[config.mk]
export PLATFORM = sky130hd
export DESIGN_NAME = calendar_date_stepper_core
export DESIGN_NICKNAME = d
export VERILOG_FILES = /design/src/cds_pkg.sv /design/src/cds_month_len.sv /design/src/calendar_date_stepper_core.sv
export SDC_FILE = /design/constraint.sdc
export NUM_CORES = 1
export LEC_CHECK = 0
export BUFFER_PORTS_ARGS = -buffer_cell sky130_fd_sc_hd__buf_2
export CAP_MARGIN = 20
export CORE_ASPECT_RATIO = 1.2
export CORE_MARGIN = 2
export CORE_UTILIZATION = 60
export DETAILED_ROUTE_END_ITERATION = 10
export GPL_TIMING_DRIVEN = 0
export PLACE_DENSITY = 0.9
export SYNTH_ARGS = -nofsm -noshare
export SYNTH_HDL_FRONTEND = slang
export SYNTH_SLANG_ARGS = --single-unit
[constraint.sdc]
create_clock -name clk_i -period 8.5 [get_ports clk_i]
set_input_delay 0.85 -clock clk_i [delete_from_list [all_inputs] [get_ports clk_i]]
set_output_delay 0.85 -clock clk_i [all_outputs]
set_load 0.01 [all_outputs]
[src/cds_pkg.sv]
// ----------------------------------------------------------------------------
// cds_pkg
// Shared types, widths and calendar constants for the date stepper.
// ----------------------------------------------------------------------------
package cds_pkg;

  localparam int YEAR_W      = 16;
  localparam int MONTH_W     = 4;
  localparam int DAY_W       = 5;
  localparam int COUNT_WIDTH = 12;

  localparam logic [YEAR_W-1:0]  RESET_YEAR  = YEAR_W'(2001);
  localparam logic [MONTH_W-1:0] RESET_MONTH = MONTH_W'(1);
  localparam logic [DAY_W-1:0]   RESET_DAY   = DAY_W'(1);

  localparam logic [MONTH_W-1:0] MONTH_JAN = MONTH_W'(1);
  localparam logic [MONTH_W-1:0] MONTH_FEB = MONTH_W'(2);
  localparam logic [MONTH_W-1:0] MONTH_MAR = MONTH_W'(3);
  localparam logic [MONTH_W-1:0] MONTH_APR = MONTH_W'(4);
  localparam logic [MONTH_W-1:0] MONTH_JUN = MONTH_W'(6);
  localparam logic [MONTH_W-1:0] MONTH_SEP = MONTH_W'(9);
  localparam logic [MONTH_W-1:0] MONTH_NOV = MONTH_W'(11);
  localparam logic [MONTH_W-1:0] MONTH_DEC = MONTH_W'(12);

  localparam logic [DAY_W-1:0] DAY_FIRST = DAY_W'(1);
  localparam logic [DAY_W-1:0] DAYS_28   = DAY_W'(28);
  localparam logic [DAY_W-1:0] DAYS_29   = DAY_W'(29);
  localparam logic [DAY_W-1:0] DAYS_30   = DAY_W'(30);
  localparam logic [DAY_W-1:0] DAYS_31   = DAY_W'(31);

  // Divisibility by 25: y is a multiple of 25 exactly when y times the
  // inverse of 25 modulo 2^16 lands at or below floor((2^16 - 1) / 25).
  localparam logic [YEAR_W-1:0] INV25     = YEAR_W'(23593);
  localparam logic [YEAR_W-1:0] DIV25_MAX = YEAR_W'(((1 << YEAR_W) - 1) / 25);

  typedef enum logic [1:0] {
    FUNC_LOAD       = 2'd0,
    FUNC_ADD_DAYS   = 2'd1,
    FUNC_ADD_MONTHS = 2'd2,
    FUNC_ADD_YEARS  = 2'd3
  } func_e;

  typedef enum logic [2:0] {
    ST_IDLE,
    ST_LOAD,
    ST_DAYS,
    ST_MONTHS,
    ST_CLAMP,
    ST_YEARS,
    ST_YEAR_FIX,
    ST_DONE
  } state_e;

  typedef struct packed {
    logic             leap;
    logic [DAY_W-1:0] len;
  } mlen_t;

endpackage

[src/cds_month_len.sv]
// ----------------------------------------------------------------------------
// cds_month_len
// Shared month-length unit: leap rule and day count for one year and month.
// ----------------------------------------------------------------------------
module cds_month_len (
  input  logic [cds_pkg::YEAR_W-1:0]  year_i,
  input  logic [cds_pkg::MONTH_W-1:0] month_i,
  output cds_pkg::mlen_t              mlen_o
);

  logic [2*cds_pkg::YEAR_W-1:0] prod_full;
  logic                         div25;
  logic                         leap;

  assign prod_full = (2*cds_pkg::YEAR_W)'(year_i) * (2*cds_pkg::YEAR_W)'(cds_pkg::INV25);
  assign div25     = (prod_full[cds_pkg::YEAR_W-1:0] <= cds_pkg::DIV25_MAX);

  // 4/100/400 rule: a multiple of 100 must also be a multiple of 16
  assign leap = (year_i[1:0] == 2'b00) && (!div25 || (year_i[3:0] == 4'b0000));

  always_comb begin
    mlen_o.leap = leap;
    if (month_i == cds_pkg::MONTH_FEB) begin
      mlen_o.len = leap ? cds_pkg::DAYS_29 : cds_pkg::DAYS_28;
    end else if (month_i == cds_pkg::MONTH_APR || month_i == cds_pkg::MONTH_JUN ||
                 month_i == cds_pkg::MONTH_SEP || month_i == cds_pkg::MONTH_NOV) begin
      mlen_o.len = cds_pkg::DAYS_30;
    end else begin
      mlen_o.len = cds_pkg::DAYS_31;
    end
  end

endmodule

[src/calendar_date_stepper_core.sv]
// ----------------------------------------------------------------------------
// calendar_date_stepper_core
// Gregorian date register stepped by load, add-days, add-months, add-years.
// ----------------------------------------------------------------------------
// Load: check, then done. Add-years: year add, Feb 29 fix, done. Add-days:
// count day steps, then done. Add-months: count month steps, day clamp, done.
// One request at a time; the next is taken once the sequencer is back in
// idle, i.e. in the cycle the result appears. The day and month loops step
// once per cycle; the day loop and the clamp use the shared month-length unit.
// Asynchronous active-low reset sets the date to 2001-01-01, empties output.
module calendar_date_stepper_core (
  input  logic                            clk_i,
  input  logic                            rst_ni,
  // request channel
  input  logic                            in_valid_i,
  output logic                            in_stall_o,
  input  logic [1:0]                      func_i,
  input  logic [cds_pkg::YEAR_W-1:0]      load_year_i,
  input  logic [cds_pkg::MONTH_W-1:0]     load_month_i,
  input  logic [cds_pkg::DAY_W-1:0]       load_day_i,
  input  logic [cds_pkg::COUNT_WIDTH-1:0] count_i,
  // result channel
  output logic                            out_valid_o,
  input  logic                            out_stall_i,
  output logic [cds_pkg::YEAR_W-1:0]      cur_year_o,
  output logic [cds_pkg::MONTH_W-1:0]     cur_month_o,
  output logic [cds_pkg::DAY_W-1:0]       cur_day_o,
  output logic                            bad_date_o
);

  cds_pkg::state_e state_q, state_d;

  // current date, the architectural state
  logic [cds_pkg::YEAR_W-1:0]      year_q, year_d;
  logic [cds_pkg::MONTH_W-1:0]     month_q, month_d;
  logic [cds_pkg::DAY_W-1:0]       day_q, day_d;
  logic                            bad_q, bad_d;

  // latched request operands
  logic [cds_pkg::YEAR_W-1:0]      op_year_q, op_year_d;
  logic [cds_pkg::MONTH_W-1:0]     op_month_q, op_month_d;
  logic [cds_pkg::DAY_W-1:0]       op_day_q, op_day_d;
  logic [cds_pkg::COUNT_WIDTH-1:0] cnt_q, cnt_d;

  // output register, parts the sequencer from the result consumer
  logic                            out_valid_q, out_valid_d;
  logic [cds_pkg::YEAR_W-1:0]      out_year_q, out_year_d;
  logic [cds_pkg::MONTH_W-1:0]     out_month_q, out_month_d;
  logic [cds_pkg::DAY_W-1:0]       out_day_q, out_day_d;
  logic                            out_bad_q, out_bad_d;

  // shared month-length unit operands
  logic [cds_pkg::YEAR_W-1:0]      unit_year;
  logic [cds_pkg::MONTH_W-1:0]     unit_month;
  cds_pkg::mlen_t                  mlen;
  logic                            load_bad;

  // Feed the unit with the request operands while checking a load, and with
  // the stored date for every stepping and clamping cycle.
  assign unit_year  = (state_q == cds_pkg::ST_LOAD) ? op_year_q  : year_q;
  assign unit_month = (state_q == cds_pkg::ST_LOAD) ? op_month_q : month_q;

  cds_month_len u_month_len (
    .year_i  (unit_year),
    .month_i (unit_month),
    .mlen_o  (mlen)
  );

  // A month outside 1..12 makes the unit's length meaningless, but the
  // month range test rejects such a load on its own.
  assign load_bad = (op_day_q == '0) || (op_month_q < cds_pkg::MONTH_JAN) ||
                    (op_month_q > cds_pkg::MONTH_DEC) || (op_day_q > mlen.len);

  assign in_stall_o  = (state_q != cds_pkg::ST_IDLE);
  assign out_valid_o = out_valid_q;
  assign cur_year_o  = out_year_q;
  assign cur_month_o = out_month_q;
  assign cur_day_o   = out_day_q;
  assign bad_date_o  = out_bad_q;

  always_comb begin
    state_d     = state_q;
    year_d      = year_q;
    month_d     = month_q;
    day_d       = day_q;
    bad_d       = bad_q;
    op_year_d   = op_year_q;
    op_month_d  = op_month_q;
    op_day_d    = op_day_q;
    cnt_d       = cnt_q;
    out_year_d  = out_year_q;
    out_month_d = out_month_q;
    out_day_d   = out_day_q;
    out_bad_d   = out_bad_q;
    // drop the result once the consumer takes it
    out_valid_d = out_valid_q && out_stall_i;

    case (state_q)
      cds_pkg::ST_IDLE: begin
        if (in_valid_i) begin
          op_year_d  = load_year_i;
          op_month_d = load_month_i;
          op_day_d   = load_day_i;
          cnt_d      = count_i;
          bad_d      = 1'b0;
          case (cds_pkg::func_e'(func_i))
            cds_pkg::FUNC_LOAD:       state_d = cds_pkg::ST_LOAD;
            cds_pkg::FUNC_ADD_DAYS:   state_d = cds_pkg::ST_DAYS;
            cds_pkg::FUNC_ADD_MONTHS: state_d = cds_pkg::ST_MONTHS;
            cds_pkg::FUNC_ADD_YEARS:  state_d = cds_pkg::ST_YEARS;
            default:                  state_d = cds_pkg::ST_LOAD;
          endcase
        end
      end

      cds_pkg::ST_LOAD: begin
        // take the new date only if it passes the check
        if (load_bad) begin
          bad_d = 1'b1;
        end else begin
          year_d  = op_year_q;
          month_d = op_month_q;
          day_d   = op_day_q;
        end
        state_d = cds_pkg::ST_DONE;
      end

      cds_pkg::ST_DAYS: begin
        // advance one day per cycle, rolling month and year over
        if (cnt_q == '0) begin
          state_d = cds_pkg::ST_DONE;
        end else begin
          cnt_d = cnt_q - cds_pkg::COUNT_WIDTH'(1);
          if (day_q >= mlen.len) begin
            day_d = cds_pkg::DAY_FIRST;
            if (month_q >= cds_pkg::MONTH_DEC) begin
              month_d = cds_pkg::MONTH_JAN;
              year_d  = year_q + cds_pkg::YEAR_W'(1);
            end else begin
              month_d = month_q + cds_pkg::MONTH_W'(1);
            end
          end else begin
            day_d = day_q + cds_pkg::DAY_W'(1);
          end
        end
      end

      cds_pkg::ST_MONTHS: begin
        // advance one month per cycle; the day is fixed up afterwards
        if (cnt_q == '0) begin
          state_d = cds_pkg::ST_CLAMP;
        end else begin
          cnt_d = cnt_q - cds_pkg::COUNT_WIDTH'(1);
          if (month_q >= cds_pkg::MONTH_DEC) begin
            month_d = cds_pkg::MONTH_JAN;
            year_d  = year_q + cds_pkg::YEAR_W'(1);
          end else begin
            month_d = month_q + cds_pkg::MONTH_W'(1);
          end
        end
      end

      cds_pkg::ST_CLAMP: begin
        // clamp the day to the length of the month reached
        if (day_q > mlen.len) begin
          day_d = mlen.len;
        end
        state_d = cds_pkg::ST_DONE;
      end

      cds_pkg::ST_YEARS: begin
        year_d  = year_q + cds_pkg::YEAR_W'(cnt_q);
        state_d = cds_pkg::ST_YEAR_FIX;
      end

      cds_pkg::ST_YEAR_FIX: begin
        // Feb 29 of a target year that is not leap becomes Mar 1
        if (month_q == cds_pkg::MONTH_FEB && day_q == cds_pkg::DAYS_29 && !mlen.leap) begin
          month_d = cds_pkg::MONTH_MAR;
          day_d   = cds_pkg::DAY_FIRST;
        end
        state_d = cds_pkg::ST_DONE;
      end

      cds_pkg::ST_DONE: begin
        // hold until the output register is free
        if (!out_valid_q || !out_stall_i) begin
          out_valid_d = 1'b1;
          out_year_d  = year_q;
          out_month_d = month_q;
          out_day_d   = day_q;
          out_bad_d   = bad_q;
          state_d     = cds_pkg::ST_IDLE;
        end
      end

      default: begin
        state_d = cds_pkg::ST_IDLE;
      end
    endcase
  end

  always_ff @(posedge clk_i or negedge rst_ni) begin
    if (!rst_ni) begin
      state_q <= cds_pkg::ST_IDLE;
    end else begin
      state_q <= state_d;
    end
  end

  always_ff @(posedge clk_i or negedge rst_ni) begin
    if (!rst_ni) begin
      year_q      <= cds_pkg::RESET_YEAR;
      month_q     <= cds_pkg::RESET_MONTH;
      day_q       <= cds_pkg::RESET_DAY;
      bad_q       <= 1'b0;
      out_valid_q <= 1'b0;
    end else begin
      year_q      <= year_d;
      month_q     <= month_d;
      day_q       <= day_d;
      bad_q       <= bad_d;
      out_valid_q <= out_valid_d;
    end
  end

  always_ff @(posedge clk_i) begin
    op_year_q   <= op_year_d;
    op_month_q  <= op_month_d;
    op_day_q    <= op_day_d;
    cnt_q       <= cnt_d;
    out_year_q  <= out_year_d;
    out_month_q <= out_month_d;
    out_day_q   <= out_day_d;
    out_bad_q   <= out_bad_d;
  end

  // The stored month always stays in 1..12 and the stored day is never zero.
  a_month_range : assert property (@(posedge clk_i) disable iff (!rst_ni)
    (month_q >= cds_pkg::MONTH_JAN) && (month_q <= cds_pkg::MONTH_DEC))
    else $error("stored month out of range");

  a_day_nonzero : assert property (@(posedge clk_i) disable iff (!rst_ni)
    day_q != '0)
    else $error("stored day is zero");

  // A rejected load leaves the date untouched.
  a_bad_load_keeps_date : assert property (@(posedge clk_i) disable iff (!rst_ni)
    (state_q == cds_pkg::ST_LOAD) && load_bad |=>
      $stable(year_q) && $stable(month_q) && $stable(day_q) && bad_q)
    else $error("rejected load changed the date");

  // Each day step consumes exactly one from the count.
  a_day_count_step : assert property (@(posedge clk_i) disable iff (!rst_ni)
    (state_q == cds_pkg::ST_DAYS) && (cnt_q != '0) |=>
      cnt_q == $past(cnt_q) - cds_pkg::COUNT_WIDTH'(1))
    else $error("day count did not step by one");

endmodule
# Word-level counts from Yosys, hierarchy flattened
# Cells that the tools add are included.
# word_totals
reg_bits	93
input_bits	43
output_inout_bits	28
wordCells	132
# op_classes
addsub	5
mul	1
magnitude_cmp	7
n_eq_ne	29
n_mux	38
reduce_logical	38
# ops
cell	count
two-way mux 16 bit	6
case mux 16 bit (4 select lines)	1
two-way mux 5 bit	6
two-way mux 4 bit	7
two-way mux 12 bit	2
!= test 2 bit, second input constant	12
case mux 12 bit (2 select lines)	1
case mux 5 bit (4 select lines)	1
case mux 3 bit (6 select lines)	1
adder 16 x 1 -> 16 bit, second input constant	1
adder 16 x 12 -> 16 bit	1
<= comparator 16 x 12 -> 1 bit, second input constant	1
multiplier 16 x 15 -> 16 bit, second input constant	1
case mux 4 bit (4 select lines)	1
== test 3 bit, second input constant	4
logical NOT 12 bit	1
two-way mux 3 bit	4
case mux 3 bit (4 select lines)	1
nonzero test 4 bit	3
subtractor 12 x 1 -> 12 bit, second input constant	1
greater-than comparator 5 bit	2
AND reduction 5 bit	2
== test 4 x 2 -> 1 bit, second input constant	2
== test 4 x 3 -> 1 bit, second input constant	2
other kinds (29)	54

# Depth between registers and ports, before layout
# Gate-level depths: netlist of the first run.
# logic_depth
ltp_word	13
depth_mapped	34
ltp_nobuf	30

# By module
# A second synthesis of the first run with hierarchy kept.
# hier_totals
hier_cells	671
hier_area_um2	7038.0
# by_module_without_submodules
module	instances	cells_each	area_per_inst_um2
calendar_date_stepper_core	1	489	5296.3
cds_month_len	1	182	1741.7

# Worst setup path before layout of the first run
# No wires, ideal clock.
# synth_path
kind	reg-to-reg
from	register state_q[2]
to	register year_q[15] (netlist bit)
setup_ns	0.126
arrival_time_ns	7.483
required_ns	8.374
path_slack_ns	0.891
path_stages_with_launch	32
path_buffers	3
synth_period_minus_slack_ns	7.609
cell_sequence	dfrtp_1 -> nor3b_4 -> clkbuf_1 -> clkbuf_1 -> mux2i_1 -> inv_1 -> ha_1 -> ha_1 -> inv_1 -> fa_1 -> fa_1 -> fa_1 -> inv_1 -> ha_1 -> xnor2_1 -> xnor2_1 -> xnor2_1 -> xnor3_1 -> xor2_1 -> o31ai_1 -> a21oi_1 -> ha_1 -> nand2b_1 -> a21oi_1 -> o21ai_0 -> nor2_1 -> o31ai_1 -> nand2_1 -> buf_2 -> o21ai_0 -> o21ai_0 -> a311o_1
# synth_between
elab_chain_len	13
word_cells_on_any_way	34
cone_classes	1 x mul; 3 x order compare; 13 x eq/ne; 6 x mux; 11 x reduce/logical
# synth_rtl
item	line	text
start: declaration	calendar_date_stepper_core.sv:31	cds_pkg::state_e state_q, state_d;
start signal: assignment	calendar_date_stepper_core.sv:205	state_q <= cds_pkg::ST_IDLE;
start signal: assignment	calendar_date_stepper_core.sv:207	state_q <= state_d;
== test 3 x 1 -> 1 bit	calendar_date_stepper_core.sv:60, calendar_date_stepper_core.sv:61, calendar_date_stepper_core.sv:98	
two-way mux 16 bit	calendar_date_stepper_core.sv:60	assign unit_year = (state_q == cds_pkg::ST_LOAD) ? op_year_q : year_q;
multiplier 16 x 15 -> 16 bit	cds_month_len.sv:15	assign prod_full = (2*cds_pkg::YEAR_W)'(year_i) * (2*cds_pkg::YEAR_W)'(cds_pkg::INV25);
<= comparator 16 x 12 -> 1 bit	cds_month_len.sv:16	assign div25 = (prod_full[cds_pkg::YEAR_W-1:0] <= cds_pkg::DIV25_MAX);
logical NOT 1 bit	cds_month_len.sv:19	assign leap = (year_i[1:0] == 2'b00) && (!div25 || (year_i[3:0] == 4'b0000));
logical OR 1 bit	cds_month_len.sv:19	
logical AND 1 bit	cds_month_len.sv:19	
two-way mux 1 bit	cds_month_len.sv:24	mlen_o.len = leap ? cds_pkg::DAYS_29 : cds_pkg::DAYS_28;
two-way mux 5 bit	cds_month_len.sv:23	if (month_i == cds_pkg::MONTH_FEB) begin
greater-than comparator 5 bit	calendar_date_stepper_core.sv:72	(op_month_q > cds_pkg::MONTH_DEC) || (op_day_q > mlen.len);
logical OR 1 bit	calendar_date_stepper_core.sv:72	
!= test 2 bit (no source line)	n/a	
AND reduction 5 bit (no source line)	n/a	
end signal: assignment	calendar_date_stepper_core.sv:213	year_q <= cds_pkg::RESET_YEAR;
end signal: assignment	calendar_date_stepper_core.sv:219	year_q <= year_d;
end: declaration	calendar_date_stepper_core.sv:34	logic [cds_pkg::YEAR_W-1:0] year_q, year_d;
# Parallel ways exist; a longest one is shown, timed or not.
# A chain may end at the register's enable or synchronous reset.

# Worst setup path after layout of the first run
# layout_path
from	register state_q[2]
to	register year_q[3] (netlist bit)
# Same word-level chain as after synthesis.

==> results of run 1 <==
-- path summary, 6_finish.rpt --
| path | start | to | depth (start not counted) |
|---|---|---|---|
| worst max-delay path | state_q[2] | year_q[3] | 30 |
| worst min-delay path | month_q[2] | cur_month_o[2] | 0 |
| worst max register to register | state_q[2] | year_q[3] | 30 |
| worst min register to register | month_q[2] | cur_month_o[2] | 0 |
| max in group asynchronous | rst_ni | year_q[13] | 1 |
| min in group asynchronous | rst_ni | month_q[2] | 1 |
-- layout make-up --
cell class                      count  area, um^2  share of cell area (%)
Buffer                             20        81.3                    1.07
Tap cell                          132         165                    2.17
Clock inverter                      5        43.8                   0.576
Clock buffer                       11         253                    3.32
Multi-Input combinational cell    470        3730                    49.0
Sequential cell                    93        2650                    34.9
Inverter                           77         289                    3.80
Timing Repair Buffer               73         390                    5.13
-- cell usage after synthesis, drive strengths merged (11+ instances only) --
| library cell | instances | area [um^2] |
|---|---|---|
| nand3 | 13 | 65.1 |
| nand2 | 50 | 190 |
| fa | 19 | 380 |
| ha | 85 | 1060 |
| xnor2 | 24 | 210 |
| o21ai | 40 | 200 |
| and2 | 11 | 68.8 |
| nor2 | 40 | 150 |
| inv | 77 | 289 |
| dfrtp | 21 | 526 |
| clkbuf | 16 | 60.1 |
| mux2 | 11 | 131 |
| nor3 | 14 | 70.1 |
| edfxtp | 63 | 1890 |
| xor2 | 11 | 96.3 |
| a21oi | 40 | 200 |
| mux2i | 11 | 110 |
-- through the flow --
stage	area (um^2)	setup TNS (ns)
5_1_grt	7610	0
4_1_cts	7570	0
3_3_place_gp	7250	-4.94
3_5_place_dp	7260	-9.02
2_1_floorplan	6730	0
6_report	7610	0
-- worst register-to-register path: cells and delay by family (launching register included) --
| kind | cells | cell delay [ns] |
|---|---|---|
| fa+ha+maj | 7 | 2.84 |
| mux | 1 | 0.31 |
| simple gates | 5 | 0.69 |
| compound gates | 6 | 1.32 |
| flops | 1 | 0.46 |
| buf+inv | 6 | 1.10 |
| xor+xnor | 5 | 1.18 |
-- layer usage --
layer	vias to the layer above	GRT usage (%)	share of wire (%)
li1	2503	-	-
met1	2605	31.5	37
met2	263	50.6	51
met3	77	5.59	6.2
met4	0	15.5	5.1
met5	-	0	0
-- repair_timing --
item | CTS | global route
endpoints found under the hold margin | 0 | 0
gates resized for setup | 4 | 4
setup endpoints to repair | 25 | 16
gates cloned | 0 | 0
hold buffers | 0 | 0
buffers inserted | 1 | 0
pin swaps | 1 | 0
-- sequential cells by signal, indices dropped and copies added, names as in the netlist, 3 cells and up --
signal       cells
cur_year_o      16
op_year_q       16
year_q          16
cnt_q           12
cur_day_o        5
day_q            5
op_day_q         5
cur_month_o      4
month_q          4
op_month_q       4
state_q          3
-- cells by family after synthesis --
kind of cell	Yosys count
buffers and inverters	98
multiplexers	22
XOR/XNOR	36
flip-flops	93
AO/OA/AOI/OAI	143
adder cells (fa/ha/maj)	104
AND/OR/NAND/NOR	165
==> out/summary.md, run 1 <==
### STA
* 124 MHz — maximum clock frequency
* 0.457 ns — crit path setup slack, layout
* 0.459 ns — final hold slack
* 94.6% — share of the clock period used by the worst path
* 0 — number of max-slew violations in the final report
* 0.0120 ns — setup skew after layout
* 0 — Hold Vio Cnt, Final
* 30.0% — headroom to the max-slew limit
* false — unrepaired setup endpoints after global routing
* 8.04 ns — final period demand of the worst path
* 0 — endpoints failing setup
* 1.05 ns — Least-Margin Pin Slew

### Synth
* adder cells — main combinational cell family by area after synthesis
* 6730 um^2 — Post-Synthesis Cell Area
* 3.59% — multiplexer fraction of the synthesized cell area
* 39.4% — fraction of the yosys area taken by sequential cells
* 11.9% — simple-gate share of the synthesized area
* 21.4% — arithmetic-cell share of the synthesized area counting full adders, half adders and majority gates
* 4.89% — xor/xnor share of the synthesized area
* 93 — Synth Register Bits
* 10.2 um^2 — synthesized area divided by synthesized cell count
* 63 — Post-synth EDFFs
* 32.3% — post-synthesis async set-or-reset flop share
* 13.3% — Synth Area in Compound Gates
* 63 — library cells used by synthesis
* 808 — synthesized netlist net count
* sky130_fd_sc_hd__edfxtp_1 — commonest register cell after synthesis
* 661 — Post-Syn Instances
* 0 — count of synthesis-stage warnings from yosys

### Worst setup path
* 0.56 ns — delay of the slowest critical-path stage
* flop — crit path launch type
* flop to flop — classification of the worst setup path
* flop — type of element capturing the critical path
* sky130_fd_sc_hd__fa_1 — CP max stage cell
* sky130_fd_sc_hd__ha_1 — Most Frequent Cell on Critical Path
* 19 — critical-path maximum fanout
* 0.46 ns — slack of the worst reg-to-reg path
* 6 — worst path buffer plus inverter count
* 8.72 ns — WP data required
* 8.26 ns — arrival time of the worst setup path
* adder cells — Crit path max-delay family

### GRT
* 31 — largest net degree at the start of global routing
* 28.5% — GRT Overall Usage
* 0 — number of antenna violations at the first check in global routing
* 26.5 mm — first-pass GRT wire length
* 0 — overflow left after global routing
* 5691 — via count of the first global-routing pass

### Floorplanning
* 120 um — die outline height
* 101 um — die extent in x
* 11000 um^2 — placeable core area
* 12100 um^2 — Total Die Area
* 61.3% — starting density of the core
* 71 — IO Count
* 42 — number of rows created at floorplan

### Detailed routing
* 499 — DRC violation total after the first TritonRoute iteration
* 16.4 mm — wire length after detailed routing
* 6.18 — mean number of vias per cell
* 18.6 um — wire per inst
* 0 — number of nets with antenna violations after routing
* 5 — router iterations before antenna repair
* 5448 — routed vias
* 0 — number of remaining DRC errors

### Clock network
* built — clock tree from TritonCTS
* 3 — deepest level of the CTS H-tree
* 0.36 ns — Clock Latency Late Sink
* 0.07 ns — clock-pin transition on the worst setup and hold timing paths
* 9 — number of buffers inserted during clock tree synthesis
* 93 — Clock Sinks
* 2 — maximum number of buffers from clock root to sink
* sky130_fd_sc_hd__clkbuf_16 — clock root buffer

### Placement
* 70 — count of buffers inserted at the top-level ports
* 863 — cell count after placement
* 0.941 — global placer's final weighted congestion
* 12.2 mm — HPWL after DPL
* -0.591 ns — worst slack, placed

### Run status
* finished, final reports clean — result of the run

### Finish
* 757 — filler cell count
* 881 — final cell count without fillers
* 16.4% — fraction of layout instances using a drive strength above 1
* 891 — post-layout net count
* 69.3% — Util after Layout
* 0 — diodes inserted
* sky130_fd_sc_hd__ha_1 (85), sky130_fd_sc_hd__inv_1 (77), sky130_fd_sc_hd__buf_2 (72) — highest-count cells in the layout ignoring fill and taps
* sky130_fd_sc_hd__ha_1 — leading cell type in the layout, fill and taps excluded
* 13.0% — area growth from synthesis to layout

### Min path
* flop to flop — Hold WC Path Type

### Run
* 0 — number of max-cap violations

Power of run 1 is left out: the tool's default activity adds up to more than one toggle a clock period on the data nets, which glitch-free logic cannot reach.
==> run 2, diff against run 1 <==
Settings changed: CORE_UTILIZATION 60 to 34, PLACE_DENSITY 0.9 to 0.6.
==> out/summary.md, run 2 (synthesis results as in run 1) <==
### Finish
* 0 — diodes inserted
* 16.9% — fraction of layout instances using a drive strength above 1
* 16.2% — area growth from synthesis to layout
* 7830 um^2 — final non-filler cell area
* sky130_fd_sc_hd__ha_1 (85), sky130_fd_sc_hd__inv_1 (77), sky130_fd_sc_hd__buf_2 (72) — highest-count cells in the layout ignoring fill and taps
* sky130_fd_sc_hd__ha_1 — leading cell type in the layout, fill and taps excluded
* 894 — post-layout net count

### Detailed routing
* 8.09 mm — detailed route wirelength on metal2
* 7.10 mm — Metal-1 WL
* 4.99 — mean number of vias per cell
* 0 — number of remaining DRC errors
* 251 — DRC violation total after the first TritonRoute iteration
* 0 — number of nets with antenna violations after routing
* 5054 — routed vias
* 5 — router iterations before antenna repair
* met4 — Highest Signal Layer
* 16.1 mm — wire length after detailed routing
* 627 um — met3 wire length
* 15.9 um — wire per inst

### Min path
* flop to flop — Hold WC Path Type

### STA
* false — unrepaired setup endpoints after global routing
* 0 — number of max-slew violations in the final report
* 95.4% — share of the clock period used by the worst path
* 45.4% — headroom to the max-slew limit
* 0.454 ns — final hold slack
* 0 — endpoints failing setup
* 123 MHz — maximum clock frequency
* 0.819 ns — Least-Margin Pin Slew
* 8.11 ns — final period demand of the worst path
* 0.00728 ns — setup skew after layout
* 0 — Hold Vio Cnt, Final

### Worst setup path
* 8.74 ns — WP data required
* flop to flop — classification of the worst setup path
* 10 — critical-path maximum fanout
* 0.55 ns — delay of the slowest critical-path stage
* 8.35 ns — arrival time of the worst setup path
* sky130_fd_sc_hd__fa_1 — CP max stage cell
* sky130_fd_sc_hd__ha_1 — Most Frequent Cell on Critical Path
* flop — crit path launch type
* flop — type of element capturing the critical path

### Placement
* 0.818 — global placer's final weighted congestion
* 7470 um^2 — total placed instance area
* 70 — count of buffers inserted at the top-level ports
* 12.6 mm — HPWL after DPL

### GRT
* 0 — overflow left after global routing
* 25.8 mm — first-pass GRT wire length
* 4916 — via count of the first global-routing pass
* 31 — largest net degree at the start of global routing
* 0 — number of antenna violations at the first check in global routing
* 15.9% — GRT Overall Usage

### Floorplanning
* 34.6% — starting density of the core
* 132 um — die extent in x
* 158 um — die outline height
* 19500 um^2 — placeable core area
* 21000 um^2 — Total Die Area
* 56 — number of rows created at floorplan
* 71 — IO Count

### Clock network
* 0 — number of hold-repair buffers added at the cts stage
* 3 — deepest level of the CTS H-tree
* 9 — number of buffers inserted during clock tree synthesis
* built — clock tree from TritonCTS
* 0.07 ns — clock-pin transition on the worst setup and hold timing paths
* 93 — Clock Sinks
* 2 — maximum number of buffers from clock root to sink
* 0.36 ns — Clock Latency Late Sink
* sky130_fd_sc_hd__clkbuf_16 — clock root buffer

### Run status
* finished, final reports clean — result of the run

### Run
* 0 — number of max-cap violations

-- run 2: per-stage QoR --
step	utilization, %	setup TNS, ns	std cells	setup slack [ns]
2_1_floorplan	-	0	661	0.891
3_3_place_gp	38.0	-11.16	992	-0.740
3_5_place_dp	38.4	-12.17	995	-0.786
4_1_cts	40.1	0	1012	0.0373
5_1_grt	40.2	0	1013	0.0285
6_report	40.2	0	1013	0.393
-- run 2: routing by layer --
| layer | GRT usage, % | vias to the layer above |
|---|---|---|
| met5 | 0 | - |
| met4 | 5.17 | 0 |
| met3 | 2.31 | 16 |
| met2 | 28.4 | 116 |
| met1 | 19.9 | 2413 |
| li1 | - | 2509 |
-- run 2: worst paths after layout --
path / slack, ns / end / from / cells past startpoint
hold / removal: 0.45 / cur_month_o[3] / month_q[3] / 0
setup reg to reg: 0.39 / year_q[15] / state_q[2] / 31
max in group asynchronous: 7.40 / month_q[2] / rst_ni / 1
hold reg to reg: 0.45 / cur_month_o[3] / month_q[3] / 0
setup / recovery: 0.39 / year_q[15] / state_q[2] / 31
min in group asynchronous: 0.59 / year_q[13] / rst_ni / 1
-- run 2: worst max-delay path, delay by kind of cell (launching register included) --
kind / cells / cell delay, ns
AOI/OAI and AO/OA: 8 / 1.69
xor gates and xnor gates: 5 / 1.19
adders and majority gates: 7 / 2.80
buffers and inverters: 6 / 1.00
DFF: 1 / 0.46
muxes: 1 / 0.26
and+or+nand+nor: 4 / 0.57
-- run 2: cell type report --
type                    instances  area, um^2
plain buffers                  21        88.8
repair buffers                 75         413
fillers                      1997       11700
flip-flops and latches         93        2650
inverters                      77         289
clock buffers                  12         279
multi-input cells             470        3740
well taps                     261         327
clock inverters                 4        35.0
-- run 2: what timing repair did --
item / in CTS / in global routing
pin swaps: 1 / 1
setup buffers: 1 / 0
gates resized for setup: 4 / 9
endpoints found under the setup margin: 25 / 16
gates cloned: 0 / 0
Power of run 2 is left out for the same reason.
==> run 3, diff against run 2 <==
Settings changed: PLACE_DENSITY 0.6 to 0.59.
==> out/summary.md, run 3 (synthesis results as in run 1) <==
### Run status
* finished, final reports clean — result of the run

### Finish
* 894 — post-layout net count
* 1013 — final cell count without fillers
* 16.0% — area growth from synthesis to layout
* 17.0% — fraction of layout instances using a drive strength above 1
* sky130_fd_sc_hd__ha_1 (85), sky130_fd_sc_hd__inv_1 (77), sky130_fd_sc_hd__buf_2 (72) — highest-count cells in the layout ignoring fill and taps
* 0 — diodes inserted
* sky130_fd_sc_hd__ha_1 — leading cell type in the layout, fill and taps excluded

### Clock network
* sky130_fd_sc_hd__clkbuf_16 — clock root buffer
* 0 — number of hold-repair buffers added at the cts stage
* 0.07 ns — clock-pin transition on the worst setup and hold timing paths
* 9 — number of buffers inserted during clock tree synthesis
* 0.36 ns — Clock Latency Late Sink
* built — clock tree from TritonCTS
* 93 — Clock Sinks
* 3 — deepest level of the CTS H-tree
* 2 — maximum number of buffers from clock root to sink

### STA
* 0 — Hold Vio Cnt, Final
* 0.791 ns — Least-Margin Pin Slew
* 94.6% — share of the clock period used by the worst path
* 0 — endpoints failing setup
* 0 — number of max-slew violations in the final report
* 0.0107 ns — setup skew after layout
* false — unrepaired setup endpoints after global routing
* 0.446 ns — final hold slack
* 124 MHz — maximum clock frequency
* 0.462 ns — crit path setup slack, layout
* 8.04 ns — final period demand of the worst path
* 45.9% — headroom to the max-slew limit

### Worst setup path
* 10 — critical-path maximum fanout
* flop to flop — classification of the worst setup path
* 8.79 ns — WP data required
* 0.54 ns — delay of the slowest critical-path stage
* sky130_fd_sc_hd__fa_1 — CP max stage cell
* flop — type of element capturing the critical path
* 8.32 ns — arrival time of the worst setup path
* sky130_fd_sc_hd__ha_1 — Most Frequent Cell on Critical Path
* flop — crit path launch type

### Floorplanning
* 132 um — die extent in x
* 71 — IO Count
* 19500 um^2 — placeable core area
* 21000 um^2 — Total Die Area
* 56 — number of rows created at floorplan
* 158 um — die outline height
* 34.6% — starting density of the core

### GRT
* 0 — number of antenna violations at the first check in global routing
* 15.7% — GRT Overall Usage
* 25.4 mm — first-pass GRT wire length
* 0 — overflow left after global routing
* 31 — largest net degree at the start of global routing
* 4815 — via count of the first global-routing pass

### Detailed routing
* 0 — number of nets with antenna violations after routing
* 4 — router iterations before antenna repair
* 15.7 um — wire per inst
* 5054 — routed vias
* 189 — DRC violation total after the first TritonRoute iteration
* 15.9 mm — wire length after detailed routing
* 0 — number of remaining DRC errors
* 4.99 — mean number of vias per cell

### Min path
* flop to flop — Hold WC Path Type

### Placement
* 0.832 — global placer's final weighted congestion
* 12.5 mm — HPWL after DPL
* -0.741 ns — worst slack, placed
* 995 — cell count after placement
* 70 — count of buffers inserted at the top-level ports

### Run
* 0 — number of max-cap violations

[run 3: cell types whose count changed in the layout (fill, tap and decap cells not counted), sizes merged]
| cell | before | now |
|---|---|---|
| inv | 79 | 78 |
| clkinv | 0 | 3 |
| clkinvlp | 2 | 3 |
| clkbuf | 28 | 26 |
| buf | 80 | 79 |
[run 3: cell type report]
| cell class | count | area, um^2 |
|---|---|---|
| clock inverter | 7 | 51.3 |
| tap | 261 | 327 |
| fill | 1992 | 11700 |
| sequential | 93 | 2650 |
| clock buffer | 9 | 225 |
| inverter | 77 | 289 |
| buffer | 21 | 88.8 |
| multi-input combinational | 470 | 3750 |
| timing repair buffer | 75 | 425 |
[run 3: stage by stage]
stage	setup TNS (ns)	util, %	instance area, um^2
final	0	40.1	7810
after global routing	0	40.1	7810
after CTS	0	39.9	7780
after detailed placement	-11.39	38.4	7480
after global placement	-11.22	38.0	7410
after floorplan	0	-	6730
[run 3: what timing repair did]
action / in CTS / in global routing
resized for setup: 4 / 10
pin swaps: 1 / 0
endpoints found under the setup margin: 22 / 16
setup buffers: 1 / 0
[run 3: worst paths after layout]
kind / cells after the start / to / slack [ns] / start
min: 0 / cur_month_o[3] / 0.45 / month_q[3]
min reg2reg: 0 / cur_month_o[3] / 0.45 / month_q[3]
max reg2reg: 30 / year_q[13] / 0.46 / state_q[2]
min in group asynchronous: 1 / year_q[13] / 0.58 / rst_ni
max: 30 / year_q[13] / 0.46 / state_q[2]
max in group asynchronous: 1 / day_q[3] / 7.39 / rst_ni
[run 3: critical path, delay by kind of cell (launching register included)]
family,cells,cell delay [ns]
compound gates,7,1.72
xor+xnor,5,1.18
fa+ha+maj,7,2.76
buf+inv,6,1.02
flops,1,0.45
mux,1,0.25
simple gates,4,0.58
[run 3: metal layers]
metal / track usage [%] / wire (um) / up-vias
met2: 27.2 / 7930 / 102
met1: 19.7 / 7060 / 2414
met5: 0 / 0 / -
met4: 5.94 / 329 / 0
li1: - / - / 2516
met3: 2.50 / 555 / 22
Power of run 3 is left out for the same reason.
